### config.mk
export PLATFORM = sky130hd
export DESIGN_NAME = fec_lane
export DESIGN_NICKNAME = d
export VERILOG_FILES = /design/src/rtl/fec_pkg.sv /design/src/rtl/fec_lane.sv
export SDC_FILE = /design/constraint.sdc
export NUM_CORES = 2
export LEC_CHECK = 0
export BUFFER_PORTS_ARGS = -buffer_cell sky130_fd_sc_hd__buf_2
export CELL_PAD_IN_SITES_DETAIL_PLACEMENT = 0
export CELL_PAD_IN_SITES_GLOBAL_PLACEMENT = 1
export CORE_MARGIN = 10
export CORE_UTILIZATION = 30
export CTS_BUF_LIST = sky130_fd_sc_hd__clkbuf_8
export DETAILED_ROUTE_END_ITERATION = 8
export HOLD_SLACK_MARGIN = 0.1
export PLACE_DENSITY = 0.65
export SLEW_MARGIN = 10
export SYNTH_ARGS = -nofsm -noshare
export SYNTH_HDL_FRONTEND = slang
export SYNTH_SLANG_ARGS = --single-unit
### constraint.sdc
create_clock -name clk -period 11.5 [get_ports clk]
set_clock_uncertainty 0.15 [all_clocks]
set_input_delay 1.15 -clock clk [delete_from_list [all_inputs] [get_ports clk]]
set_output_delay 1.15 -clock clk [all_outputs]
set_load 0.01 [all_outputs]
### src/rtl/fec_pkg.sv
`timescale 1ns / 1ps
package fec_pkg;
    localparam int TIME_BITS  = 48;
    localparam int ACCEL_BITS = 16;
    localparam int RATE_BITS  = 23;
    localparam int SQ_BITS    = 2 * ACCEL_BITS;
    localparam int MAG_BITS   = SQ_BITS + 2;
    localparam int SC_BITS    = ACCEL_BITS - 5;
    localparam int DOT_BITS   = 2 * SC_BITS + 2;
    localparam int SSQ_BITS   = 2 * SC_BITS + 2;
    localparam int N_REGS     = 8;
    localparam int IDX_BITS   = 3;
    localparam int COS_SQ     = 707 * 707;
    localparam int PERMILLE   = 1000;

    typedef enum logic [1:0] {
        PH_MON    = 2'd0,
        PH_FREE   = 2'd1,
        PH_IMPACT = 2'd2
    } phase_t;

    typedef enum logic [IDX_BITS-1:0] {
        R_FF_LEVEL  = 3'd0,
        R_IMP_LEVEL = 3'd1,
        R_FF_MIN    = 3'd2,
        R_IMP_WIN   = 3'd3,
        R_ST_LOW    = 3'd4,
        R_ST_HIGH   = 3'd5,
        R_ST_GYRO   = 3'd6,
        R_ST_MIN    = 3'd7
    } reg_idx_t;

    // per-lane findings from one axis
    typedef struct packed {
        logic [SQ_BITS-1:0]      sq;
        logic                    gyro_ok;
        logic signed [DOT_BITS-1:0] dot;
        logic [SSQ_BITS-1:0]     bsq;
        logic [SSQ_BITS-1:0]     csq;
    } lane_res_t;

    function automatic logic signed [SC_BITS-1:0] div32(input logic signed [ACCEL_BITS-1:0] v);
        logic signed [ACCEL_BITS-1:0] t;
        t = v < 0 ? v + ACCEL_BITS'(31) : v;
        return SC_BITS'(t >>> 5);
    endfunction
endpackage

### src/rtl/fec_lane.sv
`timescale 1ns / 1ps
module fec_lane
    import fec_pkg::*;
(
    input  logic                         clk,
    input  logic                         load,
    input  logic signed [ACCEL_BITS-1:0] accel,
    input  logic signed [RATE_BITS-1:0]  rate,
    input  logic signed [ACCEL_BITS-1:0] base,
    input  logic [21:0]                  gyro_limit,
    output lane_res_t                    res
);
    logic signed [SC_BITS-1:0] c, b;
    logic [RATE_BITS-1:0]      ar;

    always_comb
    begin
        c  = div32(accel);
        b  = div32(base);
        ar = rate < 0 ? RATE_BITS'(-rate) : RATE_BITS'(rate);
    end

    always_ff @(posedge clk)
    begin
        if (load)
        begin
            res.sq      <= SQ_BITS'(accel * accel);
            res.gyro_ok <= ar <= {1'b0, gyro_limit};
            res.dot     <= DOT_BITS'(b * c);
            res.bsq     <= SSQ_BITS'(b * b);
            res.csq     <= SSQ_BITS'(c * c);
        end
    end
endmodule

# ---- After elaboration in Yosys (flattened, before gate mapping)
# Cells that the tools add are included.
dict set report totals {
  in_bits 79
  register_bits 105
  out_inout_bits 105
  elab_cells 19
}
dict set report classes {
  mux 3
  n_lt_le_gt_ge 4
  add_sub_neg 3
  n_mul 4
}
# operator count
set op_table {}
lappend op_table {{$mul 11x11->22} 3}
lappend op_table {{$add 16x6->16 const B} 2}
lappend op_table {{$lt 16x1->1 const B} 2}
lappend op_table {{$mul 16x16->32} 1}
lappend op_table {{$mux 16} 2}
lappend op_table {{$le 23x22->1} 1}
lappend op_table {{$lt 23x1->1 const B} 1}
lappend op_table {{$mux 23} 1}
lappend op_table {{$neg 23->23} 1}

# ---- Logic depth before layout (Yosys ltp)
dict set report logic_depth {
  depth_word 3
  ltp_mapped 28
  depth_no_buf 27
}

# ---- Worst setup path before layout
# No wires, ideal clock.
dict set report synth_timing {
  path_kind {in2reg}
  startpoint {input base[2]}
  endpoint {register res[70] in the netlist's numbering, data pin}
  setup_time_ns 0.260
  t_arrival_ns 7.325
  t_required_ns 11.090
  path_buffers 1
  path_stages 25
  setup_slack_ns 3.766
  path_cell_list {or4_1 nor2_2 nor2b_1 and3_4 and3_1 xor2_1 clkbuf_1 nand2_1 fa_1 inv_1 fa_1 fa_1 fa_1 inv_1 fa_1 inv_1 ha_1 a21o_1 a21o_1 a21oi_1 o311ai_1 a2111oi_2 o31ai_1 a21oi_1 xnor2_1}
}
dict set report synth_between {
  elab_chain_cells 3
  elab_cells_between_ends 4
  classes_between {1 x add/sub; 1 x mul; 1 x order compare; 1 x mux}
}
# item line
set synth_rtl {}
lappend synth_rtl {{start, declared} fec_lane.sv:9} ;# input logic signed [ACCEL_BITS-1:0] base,
lappend synth_rtl {{$add 16x6->16 / $lt 16x1->1 (equally long branches)} fec_pkg.sv:44} ;# t = v < 0 ? v + ACCEL_BITS'(31) : v;
lappend synth_rtl {{$mux 16 (*)} fec_pkg.sv:44}
lappend synth_rtl {{$mul 11x11->22 (*)} fec_lane.sv:29} ;# res.dot <= DOT_BITS'(b * c);
lappend synth_rtl {{end, declared} fec_lane.sv:11} ;# output lane_res_t res
# Every way passes the cells marked *; elsewhere a longest branch is shown, timed or not.
# A chain may end at the register's enable or synchronous reset.

# ---- Final worst setup path
# Same ends and word-level chain as after synthesis.

==> qor.csv <==
stage,metric,value,unit
min_path,hp-class,input pin to flip-flop,
drt,first_iter_violations,713,
cts,numCtsBuffers,9,
drt,avgViaCountPerCell,4.38,
logic_synthesis,syn_inst,2744,
cts,htree_levels,3,
final_layout,nets,3778,
logic_synthesis,synth_seq_cells,96,
floorplan,rows,108,
floorplan,dieArea,0.0997,mm2
final_layout,layout.cells.non_filler,4046,
sta,finalWorstSetupSlack,3.30,ns
drt,ant_nets,0,
floorplan,initial_core_util,0.302,
global_route,grt_start_max_net_pins,57,
logic_synthesis,synth-seq-area-share,0.110,
sta,tns,0,ns
cts,cts_max_path_buffers,2,
cts,post_cts_buffers,0,
final_layout,largestRegisters,res x96,
logic_synthesis,ys_types,75,
logic_synthesis,ys_warn_count,0,
job,maxCapViolCount,0,
drt,wl_per_cell,15.6,um
placement,pre_cts_slack,2.86,ns
floorplan,num_io_pins,184,
sta,maxSlewViolCount,0,
cts,cts.repair.resized,0,
cts,cts_hold_buf,0,
min_path,holdCritStartpoint,accel[0],
sta,period_share,0.713,
final_layout,area_growth,9.17,%
final_layout,finish.utilization,0.330,
drt,firstDrtPassIters,5,
floorplan,core_area,0.0868,mm2
final_layout,layout_commonest_cell,inv_1,
placement,dp_hpwl,52.9,mm
setup_path,crit_path_end_kind,flip-flop,
sta,relSlewSlack,0.407,
global_route,antenna_found_initial,2,
placement,port_buffers,180,
setup_path,worst_ep_arrival_time,8.31,ns
logic_synthesis,synth_edf_count,96,
logic_synthesis,ys_async_sr_fraction,0,
cts,clkTransAtPathRegs,0.15,ns
cts,cts_tree,done,
setup_path,crit_required,11.61,ns
logic_synthesis,ys_dominant_reg_cell,edfxtp_1,
final_layout,largest_register_ffs,96,
outcome,status,"complete, no violations",
setup_path,crit_start,base[2],
sta,fmax,122,MHz
setup_path,cpPeakStageDelay,0.57,ns
sta,fin_crit,8.20,ns
final_layout,top_register,res,
global_route,grt_usage,0.132,
sta,hold_viol,0,
setup_path,crit_end,res[70],
sta,rsz0062_at_grt,no,
logic_synthesis,synth_area,0.0262,mm2
logic_synthesis,syn_avg_cell_area,9.56,um2
sta,worstMarginPinSlew,0.888,ns
sta,setup_violations,0,
final_layout,final_cell_mix,"774 x inv_1, 561 x fa_1, 253 x ha_1",
setup_path,critical_path.startpoint_type,input pin,
global_route,grt-ovfl-total,0,
setup_path,worst_path_max_delay_cell,fa_1,
cts,cts-root-buf,clkbuf_8,
placement,place.gp.congestion,0.800,
floorplan,die_w,316,um
setup_path,cpMostUsedCell,fa_1,
placement,dp.cells,4029,
cts,cts.sinks,96,
drt,routed_wirelength,63.0,mm
floorplan,die_h,316,um
global_route,grt_pass1_wl,104,mm
setup_path,crit_fanout,12,
setup_path,crit_type,input pin to flip-flop,
final_layout,layout-drive-gt1-share,0.0900,
drt,vias,17700,
drt,drc,0,
global_route,grt_pass1_vias,19500,
==> cell families (layout without fill, tap and decap cells) <==
family,after synthesis,in the layout,synth area share
buf+inv,856,1000,0.124
fa+ha+maj,814,814,0.549
simple gates,593,593,0.102
compound gates,220,220,0.0568
xor+xnor,158,158,0.0556
flops,96,96,0.110
mux,6,6,0.00234
other cells,1,4,0.000143
==> worst min path at each step <==
stage | endpoint | cells after the start
floorplan | res[73] | 0
global placement | res[24] | 1
detailed placement | res[85] | 1
CTS | res[73] | 1
global route | res[73] | 1
finish | res[73] | 1
==> worst max-delay path: cells and delay by family <==
| family | cells | cell delay [ns] |
|---|---|---|
| AND/OR/NAND/NOR | 6 | 1.40 |
| XOR/XNOR | 2 | 0.20 |
| adder cells (fa/ha/maj) | 6 | 2.89 |
| AO/OA/AOI/OAI | 7 | 1.80 |
| buffers and inverters | 6 | 0.88 |
==> cells in the mapped netlist (4+ instances only) <==
cell type	count	area (um2)
mux2i_1	5	50.1
nand3_1	16	80.1
inv_2	9	33.8
and3_1	12	75.1
o211ai_1	6	45.0
edfxtp_1	96	2880
a31oi_1	10	62.6
nor4_1	4	25.0
and2_1	53	332
ha_1	253	3170
o31ai_1	8	60.1
fa_1	561	11200
nand2b_1	14	87.6
inv_1	773	2900
o21a_1	23	173
o21ai_0	36	180
xor2_1	33	289
xnor2_1	118	1030
a21oi_1	57	285
clkbuf_1	46	173
nand2_1	218	818
or2_2	7	43.8
buf_2	13	65.1
nor2_1	202	758
nand4_1	7	43.8
nor3_1	14	70.1
or3_1	8	50.1
buf_4	9	67.6
o41ai_1	5	43.8
nor2b_1	17	106
a211oi_1	12	90.1
a21o_1	31	233
==> per-layer routing <==
layer	global-route usage	vias to the layer above	share of wire
met5	0	-	0
met4	0.0228	0	0.0089
met3	0.0177	21	0.036
met2	0.231	198	0.50
met1	0.175	9068	0.45
li1	-	8448	-
==> area by class of cell <==
| cell class | count | area (um2) |
|---|---|---|
| Fill cell | 9154 | 58100 |
| Multi-Input combinational cell | 1794 | 20100 |
| Inverter | 786 | 2950 |
| Sequential cell | 96 | 2880 |
| Tap cell | 1155 | 1450 |
| Timing Repair Buffer | 198 | 1040 |
| Clock buffer | 9 | 124 |
| Clock inverter | 7 | 77.6 |
| Antenna cell | 1 | 2.50 |
==> metrics by stage <==
step	hold WS, ns	area (um2)
floorplan	1.10	26200
global route	0.964	28600
detailed placement	1.41	28400
global placement	1.41	28400
finish	0.986	28600
CTS	0.927	28600
Power is left out: the tool's default activity adds up to more than one toggle a clock period on the data nets, which glitch-free logic cannot reach.
